[src/sv/pcc_pkg.sv]
// shared types, constants and codes for the clamped pid controller
// no dependencies; imported by every module of the block
`default_nettype none

package pcc_pkg;

   // field widths are fixed by the interface
   localparam int DATA_WIDTH        = 32;
   localparam int FRAC_BITS_DEFAULT = 16;
   localparam int SUM_WIDTH         = 64;
   localparam int ERR_WIDTH         = DATA_WIDTH + 1;
   localparam int MUL_WIDTH         = DATA_WIDTH + 2;
   localparam int LIMB_WIDTH        = MUL_WIDTH - 1;
   localparam int NUM_LIMBS         = (SUM_WIDTH + LIMB_WIDTH - 1) / LIMB_WIDTH;
   localparam int LIMB_BITS         = (NUM_LIMBS > 1) ? $clog2(NUM_LIMBS) : 1;

   // multiplier issue schedule
   localparam int SLOT_ERR_DT     = 0;
   localparam int SLOT_DELTA_RATE = 1;
   localparam int SLOT_GP_ERR     = 2;
   localparam int GI_SLOT         = 4;
   localparam int GD_SLOT         = GI_SLOT + NUM_LIMBS;
   localparam int NUM_SLOTS       = GD_SLOT + NUM_LIMBS;
   localparam int SLOT_BITS       = $clog2(NUM_SLOTS);
   localparam int DRAIN_CYCLES    = 3;

   // configuration port
   localparam int ADDR_WIDTH    = 5;
   localparam int REG_IDX_BITS  = 3;
   localparam int APB_WIDTH     = 32;

   localparam logic signed [DATA_WIDTH-1:0] GAIN_P_RESET    = 32'sd65536;
   localparam logic signed [DATA_WIDTH-1:0] GAIN_I_RESET    = 32'sd0;
   localparam logic signed [DATA_WIDTH-1:0] GAIN_D_RESET    = 32'sd0;
   localparam logic [DATA_WIDTH-1:0]        STEP_TIME_RESET = 32'd65536;
   localparam logic [DATA_WIDTH-1:0]        STEP_RATE_RESET = 32'd65536;
   localparam logic signed [DATA_WIDTH-1:0] OUT_MAX_RESET   = 32'sh7fff_ffff;
   localparam logic signed [DATA_WIDTH-1:0] OUT_MIN_RESET   = 32'sh8000_0000;

   typedef enum logic [REG_IDX_BITS-1:0] {
      REG_GAIN_P    = 3'd0,
      REG_GAIN_I    = 3'd1,
      REG_GAIN_D    = 3'd2,
      REG_STEP_TIME = 3'd3,
      REG_STEP_RATE = 3'd4,
      REG_OUT_MAX   = 3'd5,
      REG_OUT_MIN   = 3'd6
   } reg_index_type;

   typedef enum logic [1:0] {
      CLAMP_NONE = 2'd0,
      CLAMP_MAX  = 2'd1,
      CLAMP_MIN  = 2'd2
   } clamp_type;

   typedef enum logic [2:0] {
      OP_ERR_DT     = 3'd0,
      OP_DELTA_RATE = 3'd1,
      OP_GP_ERR     = 3'd2,
      OP_GI_SUM     = 3'd3,
      OP_GD_DERIV   = 3'd4
   } op_type;

   typedef struct packed {
      logic signed [DATA_WIDTH-1:0] target;
      logic signed [DATA_WIDTH-1:0] measured;
   } req_type;

   typedef struct packed {
      logic signed [DATA_WIDTH-1:0] drive;
      clamp_type                    clamp_state;
   } rsp_type;

   typedef struct packed {
      logic signed [DATA_WIDTH-1:0] gain_p;
      logic signed [DATA_WIDTH-1:0] gain_i;
      logic signed [DATA_WIDTH-1:0] gain_d;
      logic [DATA_WIDTH-1:0]        step_time;
      logic [DATA_WIDTH-1:0]        step_rate;
      logic signed [DATA_WIDTH-1:0] out_max;
      logic signed [DATA_WIDTH-1:0] out_min;
   } cfg_type;

   // controller to datapath
   typedef struct packed {
      logic                 load;
      logic                 delta_take;
      logic                 issue;
      logic                 first;
      logic                 last;
      op_type               op;
      logic [LIMB_BITS-1:0] limb;
      logic                 out_load;
   } cmd_type;

   // datapath to controller
   typedef struct packed {
      logic out_free;
   } stat_type;

endpackage

`default_nettype wire

[src/sv/pcc_regs.sv]
// configuration register file behind the apb-style port
// depends on pcc_pkg for the register map and reset values
`default_nettype none

module pcc_regs (
   input  logic                              clock,
   input  logic                              reset,
   input  logic                              psel,
   input  logic                              penable,
   input  logic                              pwrite,
   input  logic [pcc_pkg::ADDR_WIDTH-1:0]    paddr,
   input  logic [pcc_pkg::APB_WIDTH-1:0]     pwdata,
   output logic [pcc_pkg::APB_WIDTH-1:0]     prdata,
   output logic                              pready,
   output pcc_pkg::cfg_type                  cfg
);
   import pcc_pkg::*;

   cfg_type       cfg_ff;
   cfg_type       cfg_in;
   reg_index_type idx;
   logic          wr_en;

   assign idx    = reg_index_type'(paddr[ADDR_WIDTH-1:2]);
   assign wr_en  = psel && penable && pwrite;
   assign pready = 1'b1;
   assign cfg    = cfg_ff;

   always_comb begin
      cfg_in = cfg_ff;
      if (wr_en) begin
         case (idx)
            REG_GAIN_P:    cfg_in.gain_p    = pwdata;
            REG_GAIN_I:    cfg_in.gain_i    = pwdata;
            REG_GAIN_D:    cfg_in.gain_d    = pwdata;
            REG_STEP_TIME: cfg_in.step_time = pwdata;
            REG_STEP_RATE: cfg_in.step_rate = pwdata;
            REG_OUT_MAX:   cfg_in.out_max   = pwdata;
            REG_OUT_MIN:   cfg_in.out_min   = pwdata;
            default:       cfg_in = cfg_ff;
         endcase
      end
   end

   always_comb begin
      case (idx)
         REG_GAIN_P:    prdata = cfg_ff.gain_p;
         REG_GAIN_I:    prdata = cfg_ff.gain_i;
         REG_GAIN_D:    prdata = cfg_ff.gain_d;
         REG_STEP_TIME: prdata = cfg_ff.step_time;
         REG_STEP_RATE: prdata = cfg_ff.step_rate;
         REG_OUT_MAX:   prdata = cfg_ff.out_max;
         REG_OUT_MIN:   prdata = cfg_ff.out_min;
         default:       prdata = '0;
      endcase
   end

   always_ff @(posedge clock) begin
      if (reset) begin
         cfg_ff.gain_p    <= GAIN_P_RESET;
         cfg_ff.gain_i    <= GAIN_I_RESET;
         cfg_ff.gain_d    <= GAIN_D_RESET;
         cfg_ff.step_time <= STEP_TIME_RESET;
         cfg_ff.step_rate <= STEP_RATE_RESET;
         cfg_ff.out_max   <= OUT_MAX_RESET;
         cfg_ff.out_min   <= OUT_MIN_RESET;
      end else begin
         cfg_ff <= cfg_in;
      end
   end

endmodule

`default_nettype wire

[config.mk]
export PLATFORM = sky130hd
export DESIGN_NAME = pcc_regs
export DESIGN_NICKNAME = d
export VERILOG_FILES = /design/src/sv/pcc_pkg.sv /design/src/sv/pcc_regs.sv
export SDC_FILE = /design/constraint.sdc
export NUM_CORES = 1
export LEC_CHECK = 0
export ABC_CLOCK_PERIOD_IN_PS = 2400
export BUFFER_PORTS_ARGS = -buffer_cell sky130_fd_sc_hd__buf_2
export CAP_MARGIN = 20
export CORE_ASPECT_RATIO = 1.4
export CORE_UTILIZATION = 55
export DETAILED_ROUTE_END_ITERATION = 8
export PLACE_DENSITY = 0.88
export SLEW_MARGIN = 15
export SYNTH_ARGS = -nofsm -noshare
export SYNTH_HDL_FRONTEND = slang
export SYNTH_SLANG_ARGS = --single-unit
export TNS_END_PERCENT = 1
[constraint.sdc]
create_clock -name clock -period 2.4 [get_ports clock]
set_input_delay 0.48 -clock clock [delete_from_list [all_inputs] [get_ports clock]]
set_output_delay 0.48 -clock clock [all_outputs]
set_load 0.1 [all_outputs]
==> run_summary.xml <==
<?xml version="1.0" encoding="UTF-8"?>
<metrics>
  <group name="global_routing">
    <metric name="first_global_vias" unit="">9152</metric>
    <metric name="gr-total-overflow" unit="">0</metric>
    <metric name="grt_first_pass_wirelength" unit="µm">49800</metric>
    <metric name="grt_use_total" unit="">0.319</metric>
    <metric name="grt_max_degree" unit="">82</metric>
    <metric name="initial_antenna_violation_count" unit="">1</metric>
  </group>
  <group name="power_and_ir_drop">
    <metric name="share_seq_of_total_power" unit="">0.422</metric>
    <metric name="clkPwrFrac" unit="">0.426</metric>
    <metric name="pwr-share-comb" unit="">0.151</metric>
    <metric name="irDropWorstVdd" unit="µV">650</metric>
    <metric name="swShare" unit="">0.266</metric>
    <metric name="cellPowerDensity" unit="nW/µm²">643</metric>
    <metric name="power.net_switching" unit="W">0.00238</metric>
    <metric name="power_leakage" unit="nW">6.99</metric>
    <metric name="power_report.internal_total" unit="W">0.00655</metric>
  </group>
  <group name="yosys">
    <metric name="netlist.top_cell.by_area" unit="">sky130_fd_sc_hd__dfxtp_1</metric>
    <metric name="post_synth_edffs" unit="">0</metric>
    <metric name="asyncSetResetFlopFracSynth" unit="">0</metric>
    <metric name="syn-num-nets" unit="">1057</metric>
    <metric name="synth_seq_cells" unit="">224</metric>
    <metric name="synthesis.instances" unit="">1015</metric>
    <metric name="synth.distinct_cells" unit="">35</metric>
    <metric name="ys.warnings.count" unit="">0</metric>
    <metric name="synth_ff_type" unit="">sky130_fd_sc_hd__dfxtp_1</metric>
    <metric name="synth.cell_area" unit="µm²">10600</metric>
    <metric name="syn_area_per_cell" unit="µm²">10.4</metric>
    <metric name="post-synth-top-area-fraction" unit="">0.424</metric>
    <metric name="synth.top_cells.by_area" unit="">sky130_fd_sc_hd__dfxtp_1 42%, sky130_fd_sc_hd__mux2i_1 26%, sky130_fd_sc_hd__nand2b_1 13%</metric>
    <metric name="seq_area_frac_synth" unit="">0.424</metric>
  </group>
  <group name="clock_tree">
    <metric name="worst_skew_pair.late_latency" unit="ns">0.49</metric>
    <metric name="tritoncts" unit="">built</metric>
    <metric name="cts_max_level" unit="">1</metric>
    <metric name="clk_pin_slew" unit="ns">0.06</metric>
    <metric name="ctsLongestPathBuffers" unit="">3</metric>
    <metric name="clock_sink_count" unit="">224</metric>
    <metric name="cts-buffers-inserted" unit="">22</metric>
    <metric name="cts_root_buf" unit="">sky130_fd_sc_hd__clkbuf_16</metric>
  </group>
  <group name="worst_setup_path">
    <metric name="startpoint_type" unit="">input pin</metric>
    <metric name="path_class" unit="">input pin to primary output</metric>
    <metric name="critical_path_slowest_stage_cell" unit="">sky130_fd_sc_hd__mux2_2</metric>
    <metric name="rr_worst_depth" unit="">3</metric>
    <metric name="timing.reg2reg.setup_slack" unit="ns">1.53</metric>
    <metric name="required" unit="ns">1.92</metric>
    <metric name="crit_path_max_incr_delay" unit="ns">0.36</metric>
    <metric name="worstPathMaxFanout" unit="">32</metric>
    <metric name="kind_of_capture_point_of_the_worst_setup_path" unit="">primary output</metric>
    <metric name="critPathArrivalTime" unit="ns">1.83</metric>
    <metric name="cp_cell_sequence" unit="">buf_6, buf_16, mux2_2, a32oi_1, o211ai_1, buf_4, buf_12</metric>
  </group>
  <group name="detailed_routing">
    <metric name="drc_errors" unit="">0</metric>
    <metric name="detailroute.via_count" unit="">9062</metric>
    <metric name="ant_nets" unit="">0</metric>
    <metric name="initialDrtViolationCount" unit="">657</metric>
    <metric name="avgRoutedWirePerCell" unit="µm">21.0</metric>
    <metric name="route.final.wire_length" unit="µm">32500</metric>
    <metric name="detail_route.first_pass.iterations" unit="">5</metric>
    <metric name="viasPerCell" unit="">5.85</metric>
  </group>
  <group name="timing">
    <metric name="unrepaired_setup_endpoints_after_global_routing" unit="">no</metric>
    <metric name="fmax" unit="MHz">432</metric>
    <metric name="timing.slew.headroom" unit="">0.590</metric>
    <metric name="final_critical_path_setup_slack" unit="ns">0.0852</metric>
    <metric name="final_max_slew_viol_count" unit="">0</metric>
    <metric name="timing.final.setup_violations" unit="">0</metric>
    <metric name="finalClockSkew" unit="ns">0</metric>
    <metric name="final.period_utilization" unit="">0.965</metric>
    <metric name="worstMarginPinSlew" unit="ns">0.613</metric>
    <metric name="final_hold_viol_count" unit="">0</metric>
    <metric name="crit_path_time_final" unit="ns">2.31</metric>
  </group>
  <group name="layout">
    <metric name="fill_cell_instance_count_of_the_final_layout" unit="">1274</metric>
    <metric name="finish.net_count" unit="">1333</metric>
    <metric name="final_area" unit="µm²">13900</metric>
    <metric name="post_route_cells_drive_above_1_share" unit="">0.353</metric>
    <metric name="area_growth" unit="%">31.4</metric>
    <metric name="largest_register_ff_count" unit="">224</metric>
  </group>
  <group name="hold_path">
    <metric name="worst_hold_path_type" unit="">input pin to register</metric>
    <metric name="hold_depth" unit="">2</metric>
  </group>
  <group name="placed_design">
    <metric name="place_hpwl" unit="µm">22000</metric>
    <metric name="gp_congestion" unit="">0.866</metric>
    <metric name="placed_area" unit="µm²">13000</metric>
    <metric name="port-buffer-count" unit="">295</metric>
    <metric name="pre_cts_ws" unit="ns">0.0239</metric>
  </group>
  <group name="floorplanning">
    <metric name="core_area" unit="µm²">18700</metric>
    <metric name="die_h" unit="µm">166</metric>
    <metric name="ios" unit="">299</metric>
    <metric name="die_area" unit="µm²">19800</metric>
    <metric name="floorplan.initialDensity" unit="">0.566</metric>
    <metric name="dieWidth" unit="µm">119</metric>
    <metric name="floorplan.rows" unit="">59</metric>
  </group>
  <group name="run_status">
    <metric name="outcome" unit="">completed</metric>
  </group>
  <group name="job">
    <metric name="number_of_violations_of_the_max_capacitance_limit" unit="">0</metric>
  </group>
</metrics>
==> power groups by stage <==
stage                     Sequential, W  Clock, W  Combinational, W
after global placement          0.00385         0           0.00132
after detailed placement        0.00385         0           0.00133
after global routing            0.00377   0.00398           0.00139
after floorplan                 0.00406         0          0.000728
after CTS                       0.00377   0.00384           0.00134
final                           0.00377   0.00381           0.00135
==> cells in the final DEF, fill, tap and decap left out, types with 2 or more instances in the layout <==
cell | Yosys | final
sky130_fd_sc_hd__mux2i_1 | 275 | 275
sky130_fd_sc_hd__buf_2 | 20 | 261
sky130_fd_sc_hd__nand2b_1 | 221 | 221
sky130_fd_sc_hd__dfxtp_1 | 224 | 200
sky130_fd_sc_hd__buf_12 | 0 | 46
sky130_fd_sc_hd__nor2_1 | 33 | 32
sky130_fd_sc_hd__buf_4 | 22 | 27
sky130_fd_sc_hd__dfxtp_2 | 0 | 24
sky130_fd_sc_hd__clkbuf_16 | 0 | 24
sky130_fd_sc_hd__inv_1 | 19 | 19
sky130_fd_sc_hd__o221a_2 | 19 | 19
sky130_fd_sc_hd__a221oi_2 | 0 | 19
sky130_fd_sc_hd__a21oi_1 | 18 | 18
sky130_fd_sc_hd__a211o_1 | 18 | 18
sky130_fd_sc_hd__mux2_2 | 13 | 13
sky130_fd_sc_hd__a2bb2oi_1 | 12 | 12
sky130_fd_sc_hd__a32oi_1 | 12 | 12
sky130_fd_sc_hd__nand2_1 | 14 | 12
sky130_fd_sc_hd__o211ai_1 | 12 | 12
sky130_fd_sc_hd__clkbuf_8 | 0 | 6
sky130_fd_sc_hd__nand2_2 | 3 | 5
sky130_fd_sc_hd__bufinv_16 | 0 | 4
sky130_fd_sc_hd__clkbuf_1 | 36 | 3
sky130_fd_sc_hd__nor2b_2 | 0 | 2
sky130_fd_sc_hd__nor2_4 | 0 | 2
sky130_fd_sc_hd__buf_6 | 6 | 2
==> synthesized netlist by cell type (4+ instances only) <==
cell / count
sky130_fd_sc_hd__inv_1: 19
sky130_fd_sc_hd__nor2_1: 33
sky130_fd_sc_hd__a32oi_1: 12
sky130_fd_sc_hd__mux2i_1: 275
sky130_fd_sc_hd__o211ai_1: 12
sky130_fd_sc_hd__buf_2: 20
sky130_fd_sc_hd__o221a_2: 19
sky130_fd_sc_hd__a21oi_1: 18
sky130_fd_sc_hd__a221oi_1: 19
sky130_fd_sc_hd__nand2_1: 14
sky130_fd_sc_hd__buf_4: 22
sky130_fd_sc_hd__nand2b_1: 221
sky130_fd_sc_hd__mux2_2: 13
sky130_fd_sc_hd__dfxtp_1: 224
sky130_fd_sc_hd__nor2b_1: 4
sky130_fd_sc_hd__a2bb2oi_1: 12
sky130_fd_sc_hd__buf_6: 6
sky130_fd_sc_hd__clkbuf_1: 36
sky130_fd_sc_hd__a211o_1: 18
==> worst max-delay path, delay by kind of cell <==
family | cells | cell delay, ns
AO/OA/AOI/OAI | 2 | 0.27
buffers and inverters | 4 | 0.69
multiplexers | 1 | 0.36
==> kinds of logic after synthesis <==
logic type | Yosys count | synth area share
AND/OR/NAND/NOR | 284 | 0.158
flip-flops | 224 | 0.424
buffers and inverters | 105 | 0.0521
other | 1 | 0.000355
AO/OA/AOI/OAI | 112 | 0.0893
multiplexers | 289 | 0.276
==> metrics by stage <==
stage	TNS, ns	utilization	instances	total power (W)	hold WS [ns]
3_3_place_gp	0	0.699	1509	0.00517	0.463
4_1_cts	0	0.742	1547	0.00895	0.185
3_5_place_dp	0	0.699	1509	0.00519	0.474
2_1_floorplan	-22.95	-	1015	0.00479	0.598
6_report	0	0.744	1550	0.00893	0.193
5_1_grt	0	0.744	1550	0.00914	0.185
==> per-layer routing <==
layer	global-route usage	up-vias	wire [µm]
li1	-	4118	-
met1	0.375	4398	12600
met2	0.557	439	16400
met3	0.0498	107	2150
met4	0.162	0	1300
met5	0	-	0
==> final cells by class <==
| class | instances | area [µm²] | area share |
|---|---|---|---|
| Antenna cell | 1 | 2.50 | 0.000180 |
| Clock buffer | 32 | 669 | 0.0482 |
| Clock inverter | 6 | 134 | 0.00963 |
| Inverter | 19 | 71.3 | 0.00513 |
| Multi-Input combinational cell | 686 | 5690 | 0.410 |
| Sequential cell | 224 | 4510 | 0.325 |
| Tap cell | 244 | 305 | 0.0220 |
| Timing Repair Buffer | 338 | 2500 | 0.180 |
==> path summary, 6_finish.rpt <==
path                                  from    endpoint
worst min-delay path            pwdata[20]     cfg[52]
worst min register to register    cfg[203]    cfg[203]
worst max-delay path              paddr[3]  prdata[11]
worst max register to register     cfg[51]     cfg[51]
==> timing repair <==
action,in CTS,in global routing
setup buffers,0,2
gates resized for setup,0,3
hold buffers,0,0
setup endpoints to repair,0,9
No activity file was read; power rests on OpenSTA's default activity.
