**config.mk**
```make
export PLATFORM = sky130hd
export DESIGN_NAME = pcc_dp
export DESIGN_NICKNAME = d
export VERILOG_FILES = /design/src/sv/pcc_pkg.sv /design/src/sv/pcc_dp.sv
export SDC_FILE = /design/constraint.sdc
export NUM_CORES = 2
export LEC_CHECK = 0
export BUFFER_PORTS_ARGS = -buffer_cell sky130_fd_sc_hd__buf_2
export CAP_MARGIN = 25
export CORE_MARGIN = 1
export CORE_UTILIZATION = 45
export DETAILED_ROUTE_END_ITERATION = 10
export GPL_TIMING_DRIVEN = 1
export PLACE_DENSITY = 0.59
export SYNTH_ARGS = -nofsm -noshare
export SYNTH_HDL_FRONTEND = slang
export SYNTH_SLANG_ARGS = --single-unit
```
**constraint.sdc**
```tcl
create_clock -name clock -period 15.59 [get_ports clock]
set_input_delay 4.677 -clock clock [delete_from_list [all_inputs] [get_ports clock]]
set_output_delay 4.677 -clock clock [all_outputs]
set_load 0.005 [all_outputs]
```
**src/sv/pcc_pkg.sv**
```systemverilog
// shared types, constants and codes for the clamped pid controller
// no dependencies; imported by every module of the block
`default_nettype none

package pcc_pkg;

   // field widths are fixed by the interface
   localparam int DATA_WIDTH        = 32;
   localparam int FRAC_BITS_DEFAULT = 16;
   localparam int SUM_WIDTH         = 64;
   localparam int ERR_WIDTH         = DATA_WIDTH + 1;
   localparam int MUL_WIDTH         = DATA_WIDTH + 2;
   localparam int LIMB_WIDTH        = MUL_WIDTH - 1;
   localparam int NUM_LIMBS         = (SUM_WIDTH + LIMB_WIDTH - 1) / LIMB_WIDTH;
   localparam int LIMB_BITS         = (NUM_LIMBS > 1) ? $clog2(NUM_LIMBS) : 1;

   // multiplier issue schedule
   localparam int SLOT_ERR_DT     = 0;
   localparam int SLOT_DELTA_RATE = 1;
   localparam int SLOT_GP_ERR     = 2;
   localparam int GI_SLOT         = 4;
   localparam int GD_SLOT         = GI_SLOT + NUM_LIMBS;
   localparam int NUM_SLOTS       = GD_SLOT + NUM_LIMBS;
   localparam int SLOT_BITS       = $clog2(NUM_SLOTS);
   localparam int DRAIN_CYCLES    = 3;

   // configuration port
   localparam int ADDR_WIDTH    = 5;
   localparam int REG_IDX_BITS  = 3;
   localparam int APB_WIDTH     = 32;

   localparam logic signed [DATA_WIDTH-1:0] GAIN_P_RESET    = 32'sd65536;
   localparam logic signed [DATA_WIDTH-1:0] GAIN_I_RESET    = 32'sd0;
   localparam logic signed [DATA_WIDTH-1:0] GAIN_D_RESET    = 32'sd0;
   localparam logic [DATA_WIDTH-1:0]        STEP_TIME_RESET = 32'd65536;
   localparam logic [DATA_WIDTH-1:0]        STEP_RATE_RESET = 32'd65536;
   localparam logic signed [DATA_WIDTH-1:0] OUT_MAX_RESET   = 32'sh7fff_ffff;
   localparam logic signed [DATA_WIDTH-1:0] OUT_MIN_RESET   = 32'sh8000_0000;

   typedef enum logic [REG_IDX_BITS-1:0] {
      REG_GAIN_P    = 3'd0,
      REG_GAIN_I    = 3'd1,
      REG_GAIN_D    = 3'd2,
      REG_STEP_TIME = 3'd3,
      REG_STEP_RATE = 3'd4,
      REG_OUT_MAX   = 3'd5,
      REG_OUT_MIN   = 3'd6
   } reg_index_type;

   typedef enum logic [1:0] {
      CLAMP_NONE = 2'd0,
      CLAMP_MAX  = 2'd1,
      CLAMP_MIN  = 2'd2
   } clamp_type;

   typedef enum logic [2:0] {
      OP_ERR_DT     = 3'd0,
      OP_DELTA_RATE = 3'd1,
      OP_GP_ERR     = 3'd2,
      OP_GI_SUM     = 3'd3,
      OP_GD_DERIV   = 3'd4
   } op_type;

   typedef struct packed {
      logic signed [DATA_WIDTH-1:0] target;
      logic signed [DATA_WIDTH-1:0] measured;
   } req_type;

   typedef struct packed {
      logic signed [DATA_WIDTH-1:0] drive;
      clamp_type                    clamp_state;
   } rsp_type;

   typedef struct packed {
      logic signed [DATA_WIDTH-1:0] gain_p;
      logic signed [DATA_WIDTH-1:0] gain_i;
      logic signed [DATA_WIDTH-1:0] gain_d;
      logic [DATA_WIDTH-1:0]        step_time;
      logic [DATA_WIDTH-1:0]        step_rate;
      logic signed [DATA_WIDTH-1:0] out_max;
      logic signed [DATA_WIDTH-1:0] out_min;
   } cfg_type;

   // controller to datapath
   typedef struct packed {
      logic                 load;
      logic                 delta_take;
      logic                 issue;
      logic                 first;
      logic                 last;
      op_type               op;
      logic [LIMB_BITS-1:0] limb;
      logic                 out_load;
   } cmd_type;

   // datapath to controller
   typedef struct packed {
      logic out_free;
   } stat_type;

endpackage

`default_nettype wire

```
**src/sv/pcc_dp.sv**
```systemverilog
// datapath: error registers, shared multiplier, limb accumulator, scaling,
// saturating write-back, clamp and output register; depends on pcc_pkg
`default_nettype none

module pcc_dp #(
   parameter int FRAC_BITS = pcc_pkg::FRAC_BITS_DEFAULT
) (
   input  logic              clock,
   input  logic              reset,
   input  pcc_pkg::req_type  req_item,
   input  logic              rsp_ready,
   input  pcc_pkg::cfg_type  cfg,
   input  pcc_pkg::cmd_type  cmd,
   output pcc_pkg::stat_type stat,
   output logic              rsp_valid,
   output pcc_pkg::rsp_type  rsp_item
);
   import pcc_pkg::*;

   localparam int PROD_WIDTH = 2 * MUL_WIDTH;
   localparam int EXT_WIDTH  = NUM_LIMBS * LIMB_WIDTH + 1;
   localparam int ACC_WIDTH  = SUM_WIDTH + MUL_WIDTH;
   localparam logic signed [SUM_WIDTH-1:0] SAT_MAX = {1'b0, {(SUM_WIDTH-1){1'b1}}};
   localparam logic signed [SUM_WIDTH-1:0] SAT_MIN = {1'b1, {(SUM_WIDTH-1){1'b0}}};

   typedef struct packed {
      logic   valid;
      logic   first;
      logic   last;
      op_type op;
   } tag_type;

   // one multiplier-sized limb of a 64-bit value; the top limb carries the sign
   function automatic logic signed [MUL_WIDTH-1:0] limb_of(
      input logic signed [SUM_WIDTH-1:0] x,
      input logic [LIMB_BITS-1:0]        k
   );
      logic signed [EXT_WIDTH-1:0] xe;
      logic signed [MUL_WIDTH-1:0] r;
      xe = EXT_WIDTH'(x);
      r  = '0;
      for (int i = 0; i < NUM_LIMBS; i++) begin
         if (k == LIMB_BITS'(i)) begin
            r = (i == NUM_LIMBS - 1) ? signed'(xe[i*LIMB_WIDTH +: MUL_WIDTH])
                                     : signed'({1'b0, xe[i*LIMB_WIDTH +: LIMB_WIDTH]});
         end
      end
      return r;
   endfunction

   function automatic logic signed [SUM_WIDTH-1:0] sat_add(
      input logic signed [SUM_WIDTH-1:0] a,
      input logic signed [SUM_WIDTH-1:0] b
   );
      logic signed [SUM_WIDTH:0] s;
      s = (SUM_WIDTH+1)'(a) + (SUM_WIDTH+1)'(b);
      if (s[SUM_WIDTH] != s[SUM_WIDTH-1]) begin
         return s[SUM_WIDTH] ? SAT_MIN : SAT_MAX;
      end
      return s[SUM_WIDTH-1:0];
   endfunction

   logic signed [ERR_WIDTH-1:0]  err_ff, err_in;
   logic signed [ERR_WIDTH-1:0]  last_err_ff, last_err_in;
   logic signed [MUL_WIDTH-1:0]  delta_ff, delta_in;
   logic signed [SUM_WIDTH-1:0]  esum_ff, esum_in;
   logic signed [SUM_WIDTH-1:0]  deriv_ff, deriv_in;
   logic signed [SUM_WIDTH-1:0]  sum_ff, sum_in;
   logic signed [MUL_WIDTH-1:0]  a_op, b_op;
   logic signed [PROD_WIDTH-1:0] prod_ff, prod_in;
   logic signed [ACC_WIDTH-1:0]  acc_ff, acc_in, prod_ext, scaled;
   logic [ACC_WIDTH-SUM_WIDTH:0] upper;
   logic signed [SUM_WIDTH-1:0]  q_ff, q_in;
   tag_type                      pt_ff, pt_in, at_ff, at_in, qt_ff;
   logic                         rsp_valid_ff, rsp_valid_in;
   rsp_type                      rsp_ff, rsp_in;

   // error capture; the previous error is the state carried between beats
   always_comb begin
      err_in      = err_ff;
      last_err_in = last_err_ff;
      delta_in    = delta_ff;
      if (cmd.load) begin
         err_in      = ERR_WIDTH'(req_item.target) - ERR_WIDTH'(req_item.measured);
         last_err_in = err_ff;
      end
      if (cmd.delta_take) begin
         delta_in = MUL_WIDTH'(err_ff) - MUL_WIDTH'(last_err_ff);
      end
   end

   // operand select for the shared multiplier
   always_comb begin
      case (cmd.op)
         OP_ERR_DT: begin
            a_op = MUL_WIDTH'(err_ff);
            b_op = MUL_WIDTH'(cfg.step_time);
         end
         OP_DELTA_RATE: begin
            a_op = delta_ff;
            b_op = MUL_WIDTH'(cfg.step_rate);
         end
         OP_GP_ERR: begin
            a_op = MUL_WIDTH'(cfg.gain_p);
            b_op = MUL_WIDTH'(err_ff);
         end
         OP_GI_SUM: begin
            a_op = MUL_WIDTH'(cfg.gain_i);
            b_op = limb_of(esum_ff, cmd.limb);
         end
         OP_GD_DERIV: begin
            a_op = MUL_WIDTH'(cfg.gain_d);
            b_op = limb_of(deriv_ff, cmd.limb);
         end
         default: begin
            a_op = '0;
            b_op = '0;
         end
      endcase
   end

   assign prod_in     = a_op * b_op;
   assign pt_in.valid = cmd.issue;
   assign pt_in.first = cmd.first;
   assign pt_in.last  = cmd.last;
   assign pt_in.op    = cmd.op;

   // limb accumulation, top limb first; wraps harmlessly since the full product fits
   assign prod_ext = ACC_WIDTH'(prod_ff);
   always_comb begin
      acc_in = acc_ff;
      if (pt_ff.valid) begin
         acc_in = pt_ff.first ? prod_ext : (acc_ff <<< LIMB_WIDTH) + prod_ext;
      end
   end

   assign at_in.valid = pt_ff.valid && pt_ff.last;
   assign at_in.first = 1'b0;
   assign at_in.last  = 1'b0;
   assign at_in.op    = pt_ff.op;

   // floor scaling then saturation to 64 bits
   assign scaled = acc_ff >>> FRAC_BITS;
   assign upper  = scaled[ACC_WIDTH-1:SUM_WIDTH-1];
   always_comb begin
      if ((&upper) || !(|upper)) begin
         q_in = scaled[SUM_WIDTH-1:0];
      end else begin
         q_in = scaled[ACC_WIDTH-1] ? SAT_MIN : SAT_MAX;
      end
   end

   // write-back
   always_comb begin
      esum_in  = esum_ff;
      deriv_in = deriv_ff;
      sum_in   = sum_ff;
      if (qt_ff.valid) begin
         case (qt_ff.op)
            OP_ERR_DT:     esum_in  = sat_add(esum_ff, q_ff);
            OP_DELTA_RATE: deriv_in = q_ff;
            OP_GP_ERR:     sum_in   = q_ff;
            OP_GI_SUM:     sum_in   = sat_add(sum_ff, q_ff);
            OP_GD_DERIV:   sum_in   = sat_add(sum_ff, q_ff);
            default:       sum_in   = sum_ff;
         endcase
      end
   end

   // clamp and output register
   always_comb begin
      rsp_in       = rsp_ff;
      rsp_valid_in = rsp_valid_ff && !rsp_ready;
      if (cmd.out_load) begin
         rsp_valid_in = 1'b1;
         if (sum_ff > SUM_WIDTH'(cfg.out_max)) begin
            rsp_in.drive       = cfg.out_max;
            rsp_in.clamp_state = CLAMP_MAX;
         end else if (sum_ff < SUM_WIDTH'(cfg.out_min)) begin
            rsp_in.drive       = cfg.out_min;
            rsp_in.clamp_state = CLAMP_MIN;
         end else begin
            rsp_in.drive       = sum_ff[DATA_WIDTH-1:0];
            rsp_in.clamp_state = CLAMP_NONE;
         end
      end
   end

   assign stat.out_free = !rsp_valid_ff || rsp_ready;
   assign rsp_valid     = rsp_valid_ff;
   assign rsp_item      = rsp_ff;

   always_ff @(posedge clock) begin
      if (reset) begin
         err_ff       <= '0;
         last_err_ff  <= '0;
         esum_ff      <= '0;
         pt_ff        <= '0;
         at_ff        <= '0;
         qt_ff        <= '0;
         rsp_valid_ff <= 1'b0;
      end else begin
         err_ff       <= err_in;
         last_err_ff  <= last_err_in;
         esum_ff      <= esum_in;
         pt_ff        <= pt_in;
         at_ff        <= at_in;
         qt_ff        <= at_ff;
         rsp_valid_ff <= rsp_valid_in;
      end
   end

   always_ff @(posedge clock) begin
      delta_ff <= delta_in;
      deriv_ff <= deriv_in;
      sum_ff   <= sum_in;
      prod_ff  <= prod_in;
      acc_ff   <= acc_in;
      q_ff     <= q_in;
      rsp_ff   <= rsp_in;
   end

endmodule

`default_nettype wire

```
==> results.md <==
- Status: complete, but fails checks
- Failing checks: design-rule violations
- Final setup TNS: 0 ns
- Yosys reg bits: 571
- Yosys warns: 0
- Max Cap Viol: 0
- CTS buffer count: 69
- CORE AREA: 0.176 mm^2
- Via density per instance: 5.79
- Row count: 154
- Share of cells above drive strength 1: 0.0908
- Max VDD drop: 0.000326 V
- Final ANT Viol Nets: 0
- Nets: 11300
- Starting DRT DRC Count: 5906
- Highest metal used: met5
- RSZ-0062 raised after global routing: false
- Most common cell after layout, fill and taps aside: inv_1
- CP endpoint kind: flop
- DIE AREA: 0.179 mm^2
- Skew final: 0.0360 ns
- First-pass GRT wire length: 466000 um
- CP delay by family, top: adder cells
- Slowest-stage cell, CP: nor2_1
- Post-synth EDFFs: 294
- DR DRC count: 34
- Worst Setup Start Kind: input port
- CTS Hold Bufs: 0
- Max-slew violations: 0
- Mapped Cells: 8882
- Main synth FF type: edfxtp_1
- Met2 WL: 148000 um
- Pin count of the biggest net entering global routing: 82
- Pre-CTS WS: 0.331 ns
- Relative slew slack: 0.238
- Boundary Pins: 337
- Most used cell, CP: fa_1
- Final worst-path cycle share: 0.945
- CTS resizes: 0
- Worst hold path type: reg2reg
- Final WS setup: 0.862 ns
- Max incr delay on CP: 0.79 ns
- Maximum fanout along the worst path: 63
- Post CTS Setup Buffer Count: 0
- Vias post-DR: 66700
- Post-Layout Cell Count: 11500
- Syn avg cell area: 9.00 um^2
- Worst slew pin tran: 1.14 ns
- Minimum clock period after layout: 14.73 ns
- Routed wl met3: 23400 um
- Crit path DAT: 15.26 ns
- Post-DR wirelength/cell: 28.2 um
- Worst endpoint required time: 16.13 ns
- Synthesis-to-finish area growth: 9.71%
- CTS tree: done
- DRT met1 WL: 127000 um
- CTS clk-pin slew, worst paths: 0.06 ns
- Sequential fraction of the synthesis area: 0.180
- Power per cell area: 202 mW/mm^2
- Placed Cells: 11400
- CP bufs+invs: 8
- Setup CP Type: in2reg
- Die height: 424 um
- Final hold vios: 0
- Post-synth ARST share: 0
- F_max: 67.9 MHz
- Setup Viol. Count Final: 0
- Total track usage: 0.360
- Overflow after GRT: 0
- Vias in the first global route: 67200
- Leak Pwr: 42.1 nW
- Post-Route WL: 325000 um
- Initial antenna violation count: 21
- Clk sinks: 571
- First-pass iteration count of the detailed router: 9
- Worst-case clock buffer depth: 3
- DP HPWL: 267000 um
- Starting Density: 0.454
- CTS root buffer: clkbuf_16
- Die Wd: 424 um
- Most used cells in the layout excluding fill and tap cells: inv_1, fa_1, nor2_1
- Synthesized net count: 11000
- Clk_lat worst skew: 0.68 ns
- Unique masters post-synth: 95
- Mapped Area: 0.0800 mm^2
- H-tree depth: 3
- GPL Wtd Cong: 1.02
- Number of I/O port buffers: 336
[cells by family (layout without fill, tap and decap cells)]
| kind of cell | after synthesis | count (layout) | synth area share |
|---|---|---|---|
| compound gates | 1603 | 1603 | 0.129 |
| xor+xnor | 290 | 290 | 0.0318 |
| fa+ha+maj | 1835 | 1835 | 0.404 |
| buf+inv | 1865 | 2159 | 0.0882 |
| flops | 571 | 571 | 0.180 |
| mux | 260 | 260 | 0.0331 |
| other cells | 0 | 10 | 0 |
| simple gates | 2458 | 2458 | 0.134 |
[worst reg2reg max path: cells and delay by family (launching register included)]
family,cells,cell delay [ns]
flops,1,0.52
simple gates,6,1.76
buf+inv,6,0.76
mux,1,0.12
xor+xnor,1,0.16
compound gates,8,2.40
fa+ha+maj,9,4.55
[final timing paths]
check	from	end	slack, ns	cells past startpoint
hold reg to reg	prod_ff[16]	acc_ff[16]	0.39	0
setup / recovery	cmd[2]	prod_ff[62]	0.86	33
hold / removal	prod_ff[16]	acc_ff[16]	0.39	0
setup reg to reg	err_ff[14]	prod_ff[62]	5.17	31
[power by group]
part	total [mW]	internal [mW]	switching [mW]
logic	13.6	4.81	8.82
registers	2.44	2.07	0.368
clock network	1.64	0.922	0.720
total	17.7	7.80	9.91
[sequential cells by signal (all words and copies together), names as in the netlist, 3 cells and up]
| register | flops |
|---|---|
| err_ff | 33 |
| qt_ff | 4 |
| esum_ff | 64 |
| q_ff | 64 |
| acc_ff | 98 |
| prod_ff | 68 |
| last_err_ff | 33 |
| pt_ff | 3 |
| at_ff | 4 |
| rsp_item | 34 |
| deriv_ff | 64 |
| delta_ff | 34 |
| at_in | 3 |
| sum_ff | 64 |
[routing by layer]
layer	track usage	up-vias
li1	-	29400
met1	0.454	33900
met2	0.571	2830
met3	0.0497	652
met4	0.253	8
met5	0	-
[final cells by class]
type	count	area, um^2
diodes	10	25.0
clock buffers	96	1950
clock inverters	31	297
fillers	16900	88600
inverters	1451	5450
multi-input cells	6446	59000
flip-flops and latches	571	14400
well taps	2340	2930
repair buffers	581	3740
[synth_stat cells (all sizes together), types with 51 or more instances]
master / number / area [um^2]
inv: 1450 / 5440
fa: 1246 / 24900
nor2: 994 / 3730
nand2: 841 / 3160
ha: 588 / 7360
a21oi: 460 / 2340
clkbuf: 364 / 1370
o21ai: 309 / 1550
edfxtp: 294 / 8830
a21o: 292 / 2190
dfxtp: 277 / 5550
mux2i: 234 / 2350
xnor2: 174 / 1520
xor2: 116 / 1020
nand3: 93 / 465
nand2b: 83 / 519
nor2b: 82 / 513
o22ai: 82 / 513
nand4: 81 / 507
nor3: 66 / 342
o21a: 63 / 473
and2: 60 / 375
o21bai: 51 / 387
[per-stage QoR]
| stage | hold WS, ns | power, mW | utilization | area, um^2 |
|---|---|---|---|---|
| final | 0.391 | 17.7 | 0.498 | 87700 |
| after detailed placement | 0.389 | 15.8 | 0.484 | 85400 |
| after CTS | 0.379 | 17.5 | 0.497 | 87600 |
| after floorplan | 0.386 | 10.6 | - | 80000 |
| after global routing | 0.398 | 18.8 | 0.498 | 87700 |
| after global placement | 0.389 | 15.7 | 0.483 | 85200 |
Note: power is estimated with default switching activity, not from simulation.
