`src/sv/pcc_pkg.sv`:
```
// shared types, constants and codes for the clamped pid controller
// no dependencies; imported by every module of the block
`default_nettype none

package pcc_pkg;

   // field widths are fixed by the interface
   localparam int DATA_WIDTH        = 32;
   localparam int FRAC_BITS_DEFAULT = 16;
   localparam int SUM_WIDTH         = 64;
   localparam int ERR_WIDTH         = DATA_WIDTH + 1;
   localparam int MUL_WIDTH         = DATA_WIDTH + 2;
   localparam int LIMB_WIDTH        = MUL_WIDTH - 1;
   localparam int NUM_LIMBS         = (SUM_WIDTH + LIMB_WIDTH - 1) / LIMB_WIDTH;
   localparam int LIMB_BITS         = (NUM_LIMBS > 1) ? $clog2(NUM_LIMBS) : 1;

   // multiplier issue schedule
   localparam int SLOT_ERR_DT     = 0;
   localparam int SLOT_DELTA_RATE = 1;
   localparam int SLOT_GP_ERR     = 2;
   localparam int GI_SLOT         = 4;
   localparam int GD_SLOT         = GI_SLOT + NUM_LIMBS;
   localparam int NUM_SLOTS       = GD_SLOT + NUM_LIMBS;
   localparam int SLOT_BITS       = $clog2(NUM_SLOTS);
   localparam int DRAIN_CYCLES    = 3;

   // configuration port
   localparam int ADDR_WIDTH    = 5;
   localparam int REG_IDX_BITS  = 3;
   localparam int APB_WIDTH     = 32;

   localparam logic signed [DATA_WIDTH-1:0] GAIN_P_RESET    = 32'sd65536;
   localparam logic signed [DATA_WIDTH-1:0] GAIN_I_RESET    = 32'sd0;
   localparam logic signed [DATA_WIDTH-1:0] GAIN_D_RESET    = 32'sd0;
   localparam logic [DATA_WIDTH-1:0]        STEP_TIME_RESET = 32'd65536;
   localparam logic [DATA_WIDTH-1:0]        STEP_RATE_RESET = 32'd65536;
   localparam logic signed [DATA_WIDTH-1:0] OUT_MAX_RESET   = 32'sh7fff_ffff;
   localparam logic signed [DATA_WIDTH-1:0] OUT_MIN_RESET   = 32'sh8000_0000;

   typedef enum logic [REG_IDX_BITS-1:0] {
      REG_GAIN_P    = 3'd0,
      REG_GAIN_I    = 3'd1,
      REG_GAIN_D    = 3'd2,
      REG_STEP_TIME = 3'd3,
      REG_STEP_RATE = 3'd4,
      REG_OUT_MAX   = 3'd5,
      REG_OUT_MIN   = 3'd6
   } reg_index_type;

   typedef enum logic [1:0] {
      CLAMP_NONE = 2'd0,
      CLAMP_MAX  = 2'd1,
      CLAMP_MIN  = 2'd2
   } clamp_type;

   typedef enum logic [2:0] {
      OP_ERR_DT     = 3'd0,
      OP_DELTA_RATE = 3'd1,
      OP_GP_ERR     = 3'd2,
      OP_GI_SUM     = 3'd3,
      OP_GD_DERIV   = 3'd4
   } op_type;

   typedef struct packed {
      logic signed [DATA_WIDTH-1:0] target;
      logic signed [DATA_WIDTH-1:0] measured;
   } req_type;

   typedef struct packed {
      logic signed [DATA_WIDTH-1:0] drive;
      clamp_type                    clamp_state;
   } rsp_type;

   typedef struct packed {
      logic signed [DATA_WIDTH-1:0] gain_p;
      logic signed [DATA_WIDTH-1:0] gain_i;
      logic signed [DATA_WIDTH-1:0] gain_d;
      logic [DATA_WIDTH-1:0]        step_time;
      logic [DATA_WIDTH-1:0]        step_rate;
      logic signed [DATA_WIDTH-1:0] out_max;
      logic signed [DATA_WIDTH-1:0] out_min;
   } cfg_type;

   // controller to datapath
   typedef struct packed {
      logic                 load;
      logic                 delta_take;
      logic                 issue;
      logic                 first;
      logic                 last;
      op_type               op;
      logic [LIMB_BITS-1:0] limb;
      logic                 out_load;
   } cmd_type;

   // datapath to controller
   typedef struct packed {
      logic out_free;
   } stat_type;

endpackage

`default_nettype wire

```
`src/sv/pcc_ctrl.sv`:
```
// sequencer: accepts a beat, issues the multiplier schedule, drains, loads the result
// depends on pcc_pkg for the command/status structs and slot constants
`default_nettype none

module pcc_ctrl (
   input  logic               clock,
   input  logic               reset,
   input  logic               req_valid,
   output logic               req_ready,
   input  pcc_pkg::stat_type  stat,
   output pcc_pkg::cmd_type   cmd
);
   import pcc_pkg::*;

   typedef enum logic [3:0] {
      ST_IDLE  = 4'b0001,
      ST_ISSUE = 4'b0010,
      ST_DRAIN = 4'b0100,
      ST_OUT   = 4'b1000
   } state_type;

   state_type            state_ff;
   state_type            state_in;
   logic [SLOT_BITS-1:0] slot_ff;
   logic [SLOT_BITS-1:0] slot_in;

   always_comb begin
      state_in  = state_ff;
      slot_in   = slot_ff;
      cmd       = '0;
      req_ready = 1'b0;
      case (state_ff)
         ST_IDLE: begin
            req_ready = 1'b1;
            if (req_valid) begin
               cmd.load = 1'b1;
               slot_in  = '0;
               state_in = ST_ISSUE;
            end
         end
         ST_ISSUE: begin
            case (slot_ff) inside
               SLOT_BITS'(SLOT_ERR_DT): begin
                  cmd.issue      = 1'b1;
                  cmd.first      = 1'b1;
                  cmd.last       = 1'b1;
                  cmd.op         = OP_ERR_DT;
                  cmd.delta_take = 1'b1;
               end
               SLOT_BITS'(SLOT_DELTA_RATE): begin
                  cmd.issue = 1'b1;
                  cmd.first = 1'b1;
                  cmd.last  = 1'b1;
                  cmd.op    = OP_DELTA_RATE;
               end
               SLOT_BITS'(SLOT_GP_ERR): begin
                  cmd.issue = 1'b1;
                  cmd.first = 1'b1;
                  cmd.last  = 1'b1;
                  cmd.op    = OP_GP_ERR;
               end
               [SLOT_BITS'(GI_SLOT):SLOT_BITS'(GD_SLOT - 1)]: begin
                  // integral product, top limb first
                  cmd.issue = 1'b1;
                  cmd.first = (slot_ff == SLOT_BITS'(GI_SLOT));
                  cmd.last  = (slot_ff == SLOT_BITS'(GD_SLOT - 1));
                  cmd.op    = OP_GI_SUM;
                  cmd.limb  = LIMB_BITS'(NUM_LIMBS - 1)
                            - LIMB_BITS'(slot_ff - SLOT_BITS'(GI_SLOT));
               end
               [SLOT_BITS'(GD_SLOT):SLOT_BITS'(NUM_SLOTS - 1)]: begin
                  cmd.issue = 1'b1;
                  cmd.first = (slot_ff == SLOT_BITS'(GD_SLOT));
                  cmd.last  = (slot_ff == SLOT_BITS'(NUM_SLOTS - 1));
                  cmd.op    = OP_GD_DERIV;
                  cmd.limb  = LIMB_BITS'(NUM_LIMBS - 1)
                            - LIMB_BITS'(slot_ff - SLOT_BITS'(GD_SLOT));
               end
               default: begin
                  // bubble: integral write-back lands before its product starts
                  cmd.issue = 1'b0;
               end
            endcase
            if (slot_ff == SLOT_BITS'(NUM_SLOTS - 1)) begin
               slot_in  = '0;
               state_in = ST_DRAIN;
            end else begin
               slot_in = slot_ff + 1'b1;
            end
         end
         ST_DRAIN: begin
            if (slot_ff == SLOT_BITS'(DRAIN_CYCLES - 1)) begin
               state_in = ST_OUT;
            end else begin
               slot_in = slot_ff + 1'b1;
            end
         end
         ST_OUT: begin
            if (stat.out_free) begin
               cmd.out_load = 1'b1;
               state_in     = ST_IDLE;
            end
         end
         default: begin
            state_in = ST_IDLE;
         end
      endcase
   end

   always_ff @(posedge clock) begin
      if (reset) begin
         state_ff <= ST_IDLE;
         slot_ff  <= '0;
      end else begin
         state_ff <= state_in;
         slot_ff  <= slot_in;
      end
   end

endmodule

`default_nettype wire

```
`config.mk`:
```
export PLATFORM = sky130hd
export DESIGN_NAME = pcc_ctrl
export DESIGN_NICKNAME = d
export VERILOG_FILES = /design/src/sv/pcc_pkg.sv /design/src/sv/pcc_ctrl.sv
export SDC_FILE = /design/constraint.sdc
export NUM_CORES = 1
export LEC_CHECK = 0
export BUFFER_PORTS_ARGS = -buffer_cell sky130_fd_sc_hd__buf_2
export CAP_MARGIN = 20
export CORE_AREA = 5 5 51 53
export CTS_CLUSTER_SIZE = 12
export DETAILED_ROUTE_END_ITERATION = 8
export DIE_AREA = 0 0 56 58
export PLACE_DENSITY_LB_ADDON = 0.2
export SLEW_MARGIN = 20
export SYNTH_ARGS = -nofsm -noshare
export SYNTH_HDL_FRONTEND = slang
export SYNTH_SLANG_ARGS = --single-unit
```
`constraint.sdc`:
```
create_clock -name clock -period 2.1 [get_ports clock]
set_input_delay 0 -clock clock [delete_from_list [all_inputs] [get_ports clock]]
set_output_delay 0 -clock clock [all_outputs]
set_load 0.005 [all_outputs]
```
==> impl_metrics.env, run 1 <==
export IMPL_crit_family="simple AND/OR/NAND/NOR gates"
export IMPL_antennaDiodeCount=0
export IMPL_num_vias=638
export IMPL_syn2layout_area_growth_pct=11.5
export IMPL_die_area_mm2=0.00325
export IMPL_yosys_warnings=0
export IMPL_p_leak_nw=0.323
export IMPL_wl_per_cell_um=11.0
export IMPL_worstPathCellList="inv_1, ha_1, or3b_2, o21ai_0, nor3b_2, buf_2"
export IMPL_setup_viol=0
export IMPL_portBuffers=14
export IMPL_htreeDepth=1
export IMPL_fp_row_count=17
export IMPL_p_per_area_mw_per_mm2=459
export IMPL_yosysSeqAreaShare_pct=20.1
export IMPL_fillers=232
export IMPL_synth_top_family_by_area="simple AND/OR/NAND/NOR gates"
export IMPL_worst_path_buf_inv=2
export IMPL_rsz0062_at_grt="false"
export IMPL_die_x_um=56
export IMPL_drc_errors=0
export IMPL_fin_nets=107
export IMPL_synthDistinctLibCells=38
export IMPL_start_util_pct=33.1
export IMPL_cts_resized_gates=0
export IMPL_cts_sinks=7
export IMPL_hold_start="reset"
export IMPL_power_total_mw=0.357
export IMPL_synth_xor_area_share_pct=0
export IMPL_antenna_found_initial=0
export IMPL_ios=15
export IMPL_globalplace_congestion=0.828
export IMPL_seq_area_um2=140
export IMPL_relSlewSlack_pct=72.0
export IMPL_synth_edff_count=0
export IMPL_wl_met2_um=644
export IMPL_post_synth_instance_area_um2=697
export IMPL_wl_met3_um=40
export IMPL_ys_ff_latch=7
export IMPL_place_ws_ns=0.311
export IMPL_reg2regPathDepth=6
export IMPL_grt_overflow=0
export IMPL_clockBufferDepth=2
export IMPL_crit_type="flip-flop to primary output"
export IMPL_drt_iter0_drc=13
export IMPL_routed_wl_mm=1.38
export IMPL_die_height_um=58
export IMPL_worstPathRequired_ns=2.10
export IMPL_cp_slowest_stage_delay_ns=0.47
export IMPL_clkTransAtPathRegs_ns=0.05
export IMPL_cp_depth=6
export IMPL_startpoint_type="flip-flop"
export IMPL_r2r_start="slot_ff[0]"
export IMPL_cp_startpoint="slot_ff[1]"
export IMPL_slowest_stage="or3b_2"
export IMPL_cp_end_kind="primary output"
export IMPL_synth_simple_gate_area_share_pct=31.8
export IMPL_synth_top_area_share_pct=20.1
export IMPL_finalHoldViolations=0
export IMPL_drive_gt1_share_pct=25.8
export IMPL_worst_slew_pin_slew_ns=0.420
export IMPL_core_area_mm2=0.00211
export IMPL_fmax_ghz=0.511
export IMPL_cp_max_fo=6
export IMPL_cts_buffers=3
export IMPL_postCtsSetupBuffers=0
export IMPL_cts_tree="yes"
export IMPL_drtPass1Iterations=4
export IMPL_track_usage_pct=9.34
export IMPL_synth_common_cells="dfxtp_1 (7), nor2_1 (7), nor3b_1 (7)"
export IMPL_fin_cells=125
export IMPL_clock_root_buffer="clkbuf_4"
export IMPL_max_cap_violations=0
export IMPL_post_place_cells=121
export IMPL_grt_pass1_vias=569
export IMPL_yosys_area_top_type="dfxtp_1"
export IMPL_synth_mux_area_fraction_pct=3.05
export IMPL_ir_drop_v=0.000306
export IMPL_synthTopCellsByArea="dfxtp_1 (20%), ha_1 (9.0%), nor3b_1 (7.5%)"
export IMPL_async_reset_ff_share_pct=0
export IMPL_synth_compound_area_share_pct=24.8
export IMPL_outcome="finished clean"
export IMPL_grt_pass1_wl_mm=2.51
export IMPL_synth_ff_type="dfxtp_1"
export IMPL_dp_hpwl_mm=1.12
export IMPL_fin_crit_ns=1.96
export IMPL_final_antenna_net_count=0
export IMPL_synthCells=85
export IMPL_postCtsHoldBufs=0
export IMPL_synth_fa_ha_area_share_pct=8.98
export IMPL_grt_max_degree=15
export IMPL_dr_max_layer_used="met3"
export IMPL_fin_tns_setup_ns=0
export IMPL_fin_ws_ns=0.143
export IMPL_via_per_inst=5.10
export IMPL_skew_ns=0.00300
export IMPL_cp_arrival_ns=1.96
export IMPL_holdPathStages=2
export IMPL_insertion_delay_ns=0.24
export IMPL_multi_input_area_um2=478
export IMPL_slew_viol_final=0
export IMPL_final_period_utilization_pct=93.2
export IMPL_min_path_type="input pin to flip-flop"
export IMPL_wl_met1_um=693
export IMPL_synth_area_per_cell_um2=8.20
export IMPL_syn_nets=94
==> report_power, final <==
part / internal [mW] / switching, mW
combinational: 0.0435 / 0.0434
clock: 0.0722 / 0.0446
sequential: 0.139 / 0.0140
==> cell usage in the layout (no fill, tap or decap), types with 2 or more instances in the layout <==
| cell | count |
|---|---|
| a21oi_1 | 5 |
| dfxtp_1 | 7 |
| nor3_1 | 3 |
| inv_1 | 5 |
| ha_1 | 5 |
| o21ai_0 | 6 |
| o211ai_1 | 2 |
| clkbuf_4 | 3 |
| nor3b_1 | 7 |
| nor2_1 | 7 |
| nand2b_1 | 5 |
| buf_2 | 14 |
| nand2_1 | 2 |
| a31oi_1 | 2 |
==> path summary, 6_finish.rpt <==
| kind | to | slack, ns |
|---|---|---|
| setup / recovery | cmd[4] | 0.14 |
| hold / removal | state_ff[2] | 0.03 |
| setup reg to reg | slot_ff[0] | 0.32 |
| hold reg to reg | slot_ff[1] | 0.56 |
==> flip-flops by register name, indices dropped and copies added, names as in the netlist <==
register  count
slot_ff       3
state_ff      4
==> cells by family (layout without fill, tap and decap cells) <==
group | count (synthesis) | in the layout
AND/OR/NAND/NOR | 34 | 34
AO/OA/AOI/OAI | 25 | 25
buffers and inverters | 12 | 24
flip-flops | 7 | 7
adder cells (fa/ha/maj) | 5 | 5
multiplexers | 2 | 2
==> routing by layer <==
metal | track usage (%) | vias to the layer above
li1 | - | 336
met2 | 14.7 | 8
met4 | 3.05 | 0
met5 | 0 | -
met1 | 12.5 | 294
met3 | 2.23 | 0
==> per-stage QoR <==
| step | utilization [%] | instance area [um2] | hold WS [ns] |
|---|---|---|---|
| final | 36.9 | 777 | 0.0290 |
| after global routing | 36.9 | 777 | 0.0205 |
| after CTS | 36.9 | 777 | 0.0156 |
| after detailed placement | 35.7 | 751 | 0.280 |
| after global placement | 35.7 | 751 | 0.287 |
| after floorplan | - | 697 | 0.0724 |
==> cell type report <==
class,count,share of cell area [%]
multi-input cells,66,61.5
flip-flops and latches,7,18.0
inverters,6,3.54
well taps,28,4.51
repair buffers,14,9.02
clock buffers,4,3.38
(Power assumes the default switching activity.)
==> run 2, diff against run 1 <==
--- a/config.mk
+++ b/config.mk
@@ -11,6 +11,7 @@
 export CTS_CLUSTER_SIZE = 12
 export DETAILED_ROUTE_END_ITERATION = 8
 export DIE_AREA = 0 0 56 58
+export HOLD_SLACK_MARGIN = 0.1
 export PLACE_DENSITY_LB_ADDON = 0.2
 export SLEW_MARGIN = 20
 export SYNTH_ARGS = -nofsm -noshare
==> impl_metrics.env, run 2 (synthesis gave the netlist of run 1 again) <==
export IMPL_outcome="finished clean"
export IMPL_track_usage_pct=9.57
export IMPL_rsz0062_at_grt="false"
export IMPL_cp_end_kind="primary output"
export IMPL_crit_family="simple AND/OR/NAND/NOR gates"
export IMPL_die_area_mm2=0.00325
export IMPL_clock_root_buffer="clkbuf_4"
export IMPL_slowest_stage="or3b_2"
export IMPL_skew_ns=0.00302
export IMPL_antennaDiodeCount=0
export IMPL_ios=15
export IMPL_layout_common_cells="buf_2 (14), nor2_1 (7), nor3b_1 (7), dfxtp_1 (7), o21ai_0 (6)"
export IMPL_die_x_um=56
export IMPL_drc_errors=0
export IMPL_fin_nets=109
export IMPL_final_period_utilization_pct=93.2
export IMPL_p_leak_nw=0.332
export IMPL_num_vias=642
export IMPL_cts_buffers=3
export IMPL_wl_per_cell_um=11.0
export IMPL_min_path_type="input pin to flip-flop"
export IMPL_fin_crit_ns=1.96
export IMPL_p_per_area_mw_per_mm2=451
export IMPL_grt_pass1_wl_mm=2.57
export IMPL_via_per_inst=5.06
export IMPL_reg2regPathDepth=6
export IMPL_holdPathStages=4
export IMPL_final_antenna_net_count=0
export IMPL_cp_max_fo=6
export IMPL_worst_path_buf_inv=2
export IMPL_clockBufferDepth=2
export IMPL_max_cap_violations=0
export IMPL_met1_usage_pct=12.9
export IMPL_cp_arrival_ns=1.96
export IMPL_fin_ws_ns=0.143
export IMPL_fmax_ghz=0.511
export IMPL_grt_use_met3_pct=2.23
export IMPL_worstPathRequired_ns=2.10
export IMPL_use_met2_pct=15.0
export IMPL_globalplace_congestion=0.828
export IMPL_cts_tree="yes"
export IMPL_drtPass1Iterations=4
export IMPL_layout_commonest_cell="buf_2"
export IMPL_worstPathCellList="inv_1, ha_1, or3b_2, o21ai_0, nor3b_2, buf_2"
export IMPL_setup_viol=0
export IMPL_grt_max_degree=15
export IMPL_routed_wl_mm=1.40
export IMPL_core_area_mm2=0.00211
export IMPL_cts_sinks=7
export IMPL_largest_reg_flops=4
export IMPL_worst_slew_pin_slew_ns=0.420
export IMPL_syn2layout_area_growth_pct=14.4
export IMPL_die_height_um=58
export IMPL_startpoint_type="flip-flop"
export IMPL_crit_type="flip-flop to primary output"
export IMPL_top_usage_layer="met2"
export IMPL_dp_hpwl_mm=1.12
export IMPL_antenna_found_initial=0
export IMPL_ir_drop_v=0.000306
export IMPL_htreeDepth=1
export IMPL_drt_iter0_drc=13
export IMPL_grt_overflow=0
export IMPL_top_register="state_ff"
export IMPL_top_regs="state_ff: 4 flops, slot_ff: 3 flops"
export IMPL_cp_slowest_stage_delay_ns=0.47
export IMPL_relSlewSlack_pct=72.0
export IMPL_fillers=229
export IMPL_finalHoldViolations=0
export IMPL_cts_resized_gates=0
export IMPL_grt_pass1_vias=579
export IMPL_start_util_pct=33.1
export IMPL_clkTransAtPathRegs_ns=0.05
export IMPL_insertion_delay_ns=0.24
export IMPL_portBuffers=14
export IMPL_cp_depth=6
export IMPL_fin_tns_setup_ns=0
export IMPL_drive_gt1_share_pct=25.3
export IMPL_slew_viol_final=0
export IMPL_place_ws_ns=0.311
export IMPL_fp_row_count=17
## run 2: changes by cell type in the layout (fill, tap and decap cells not counted), sizes merged
cell,previous run,this run
dlygate4sd3,0,2
## run 2: what timing repair did
item / CTS / global route
hold buffers: 2 / 0
buffers inserted: 0 / 0
hold endpoints to repair: 4 / 0
## run 2: worst paths after layout
path | from | endpoint | slack [ns]
setup / recovery | slot_ff[1] | cmd[4] | 0.14
hold / removal | stat | state_ff[0] | 0.22
setup reg to reg | slot_ff[0] | slot_ff[0] | 0.32
hold reg to reg | slot_ff[1] | slot_ff[1] | 0.56
## run 2: cell type report
type	count	area, um2	area share, %
clock buffers	4	26.3	3.30
well taps	28	35.0	4.40
multi-input cells	66	478	60.0
repair buffers	16	90.1	11.3
inverters	6	27.5	3.45
flip-flops and latches	7	140	17.6
## run 2: where the power goes
group          switching (mW)  leakage (nW)  internal (mW)  total (mW)
Sequential             0.0140        0.0569          0.139       0.153
Combinational          0.0438         0.260         0.0459      0.0897
Clock                  0.0446        0.0150         0.0722       0.117
Total                   0.102         0.332          0.257       0.360
## run 2: stage by stage
stage / hold WS (ns) / std cells / utilization [%] / instance area, um2 / power, mW
finish: 0.216 / 127 / 37.8 / 797 / 0.360
global route: 0.248 / 127 / 37.8 / 797 / 0.390
CTS: 0.217 / 127 / 37.8 / 797 / 0.366
detailed placement: 0.280 / 121 / 35.7 / 751 / 0.243
global placement: 0.287 / 121 / 35.7 / 751 / 0.244
floorplan: 0.0724 / 85 / - / 697 / 0.226
## run 2: worst min-delay path: cells and delay by family
family | cells | cell delay [ns]
buf+inv | 1 | 0.09
simple gates | 1 | 0.05
compound gates | 2 | 0.29
## run 2: metal layers
metal	part of all wire, %	vias up
met1	51	295
met2	46	8
li1	-	339
met5	0	-
met3	2.9	0
met4	0	0
==> run 3, diff against run 2 <==
--- a/config.mk
+++ b/config.mk
@@ -7,10 +7,12 @@
 export LEC_CHECK = 0
 export BUFFER_PORTS_ARGS = -buffer_cell sky130_fd_sc_hd__buf_2
 export CAP_MARGIN = 20
-export CORE_AREA = 5 5 51 53
+export CELL_PAD_IN_SITES_DETAIL_PLACEMENT = 0
+export CELL_PAD_IN_SITES_GLOBAL_PLACEMENT = 2
+export CORE_AREA = 5 5 55 57
 export CTS_CLUSTER_SIZE = 12
 export DETAILED_ROUTE_END_ITERATION = 8
-export DIE_AREA = 0 0 56 58
+export DIE_AREA = 0 0 60 62
 export HOLD_SLACK_MARGIN = 0.1
 export PLACE_DENSITY_LB_ADDON = 0.2
 export SLEW_MARGIN = 20
==> impl_metrics.env, run 3 (synthesis gave the netlist of run 1 again) <==
export IMPL_routed_wl_mm=1.66
export IMPL_clockBufferDepth=2
export IMPL_die_height_um=62
export IMPL_min_path_type="input pin to flip-flop"
export IMPL_cts_sinks=7
export IMPL_final_antenna_net_count=0
export IMPL_cp_end_kind="primary output"
export IMPL_grt_overflow=0
export IMPL_drc_errors=0
export IMPL_core_area_mm2=0.00243
export IMPL_ir_drop_v=0.000480
export IMPL_portBuffers=14
export IMPL_cp_max_fo=6
export IMPL_start_util_pct=28.7
export IMPL_relSlewSlack_pct=72.5
export IMPL_globalplace_congestion=0.718
export IMPL_wl_per_cell_um=12.7
export IMPL_multi_input_area_um2=478
export IMPL_die_x_um=60
export IMPL_final_period_utilization_pct=89.2
export IMPL_postCtsSetupBuffers=0
export IMPL_grt_pass1_wl_mm=2.88
export IMPL_fin_nets=111
export IMPL_p_leak_nw=0.343
export IMPL_dp_hpwl_mm=1.33
export IMPL_die_area_mm2=0.00372
export IMPL_crit_type="flip-flop to primary output"
export IMPL_max_cap_violations=0
export IMPL_worstPathRequired_ns=2.10
export IMPL_largest_reg_flops=4
export IMPL_top_regs="state_ff: 4 flops, slot_ff: 3 flops"
export IMPL_antennaDiodeCount=0
export IMPL_htreeDepth=1
export IMPL_clkTransAtPathRegs_ns=0.05
export IMPL_outcome="finished clean"
export IMPL_fillers=274
export IMPL_layout_common_cells="buf_2 (14), nor2_1 (7), nor3b_1 (7)"
export IMPL_seq_area_um2=141
export IMPL_skew_ns=0.00175
export IMPL_slew_viol_final=0
export IMPL_finalHoldViolations=0
export IMPL_cp_arrival_ns=1.87
export IMPL_top_register="state_ff"
export IMPL_drtPass1Iterations=5
export IMPL_fmax_ghz=0.534
export IMPL_rsz0062_at_grt="false"
export IMPL_fin_crit_ns=1.87
export IMPL_grt_pass1_vias=628
export IMPL_cts_buffers=3
export IMPL_setup_viol=0
export IMPL_startpoint_type="flip-flop"
export IMPL_antenna_found_initial=0
export IMPL_insertion_delay_ns=0.24
export IMPL_drt_iter0_drc=20
export IMPL_grt_max_degree=13
export IMPL_power_total_mw=0.361
export IMPL_worst_slew_pin_slew_ns=0.407
export IMPL_clock_root_buffer="clkbuf_4"
export IMPL_p_per_area_mw_per_mm2=443
export IMPL_via_per_inst=4.89
export IMPL_drive_gt1_share_pct=27.7
export IMPL_fp_row_count=18
export IMPL_ios=15
export IMPL_fin_tns_setup_ns=0
export IMPL_num_vias=641
export IMPL_fin_cells=131
export IMPL_cts_tree="yes"
export IMPL_track_usage_pct=10.1
export IMPL_layout_commonest_cell="buf_2"
export IMPL_syn2layout_area_growth_pct=17.1
export IMPL_post_place_cells=125
run 3: changes by cell type in the layout (fill, tap and decap cells not counted), sizes merged:
cell,delta
buf,+2
run 3: worst paths after layout:
path	from	end	slack, ns	depth (start not counted)
setup / recovery	slot_ff[1]	cmd[4]	0.23	6
hold / removal	stat	state_ff[0]	0.25	4
setup reg to reg	slot_ff[0]	slot_ff[0]	0.23	6
hold reg to reg	slot_ff[1]	slot_ff[1]	0.52	2
run 3: layout make-up:
type	instances	area share, %
Multi-Input combinational cell	66	58.6
Sequential cell	7	17.3
Timing Repair Buffer	18	12.9
Tap cell	30	4.60
Inverter	6	3.37
Clock buffer	4	3.22
run 3: timing repair:
action | in CTS | in global routing
gates resized for setup | 0 | 1
hold buffers | 2 | 0
hold endpoints to repair | 4 | 0
setup endpoints to repair | 0 | 1
run 3: power breakdown:
group / internal (mW) / switching [mW] / total, mW / leakage, nW
logic: 0.0460 / 0.0471 / 0.0931 / 0.271
registers: 0.139 / 0.0155 / 0.155 / 0.0574
clock network: 0.0720 / 0.0415 / 0.113 / 0.0150
run 3: metal layers:
layer	track usage, %	vias to the layer above	wire, um
met5	0	-	0
met4	1.90	0	0
met3	2.89	0	80
met2	18.1	9	785
met1	12.1	292	797
li1	-	340	-
run 3: per-stage QoR:
step	worst slack (ns)	hold slack, ns	area, um2	util (%)
after floorplan	0.417	0.0724	697	-
after global placement	0.308	0.300	768	31.6
after detailed placement	0.256	0.295	768	31.6
after CTS	0.105	0.250	815	33.5
after global routing	0.0300	0.266	816	33.5
final	0.227	0.245	816	33.5
run 3: critical path, stage by stage (launching register included):
cell     delay, ns
dfxtp_2       0.38
inv_1         0.07
ha_1          0.24
or3b_2        0.47
o21ai_0       0.13
nor3b_2       0.21
buf_2         0.13
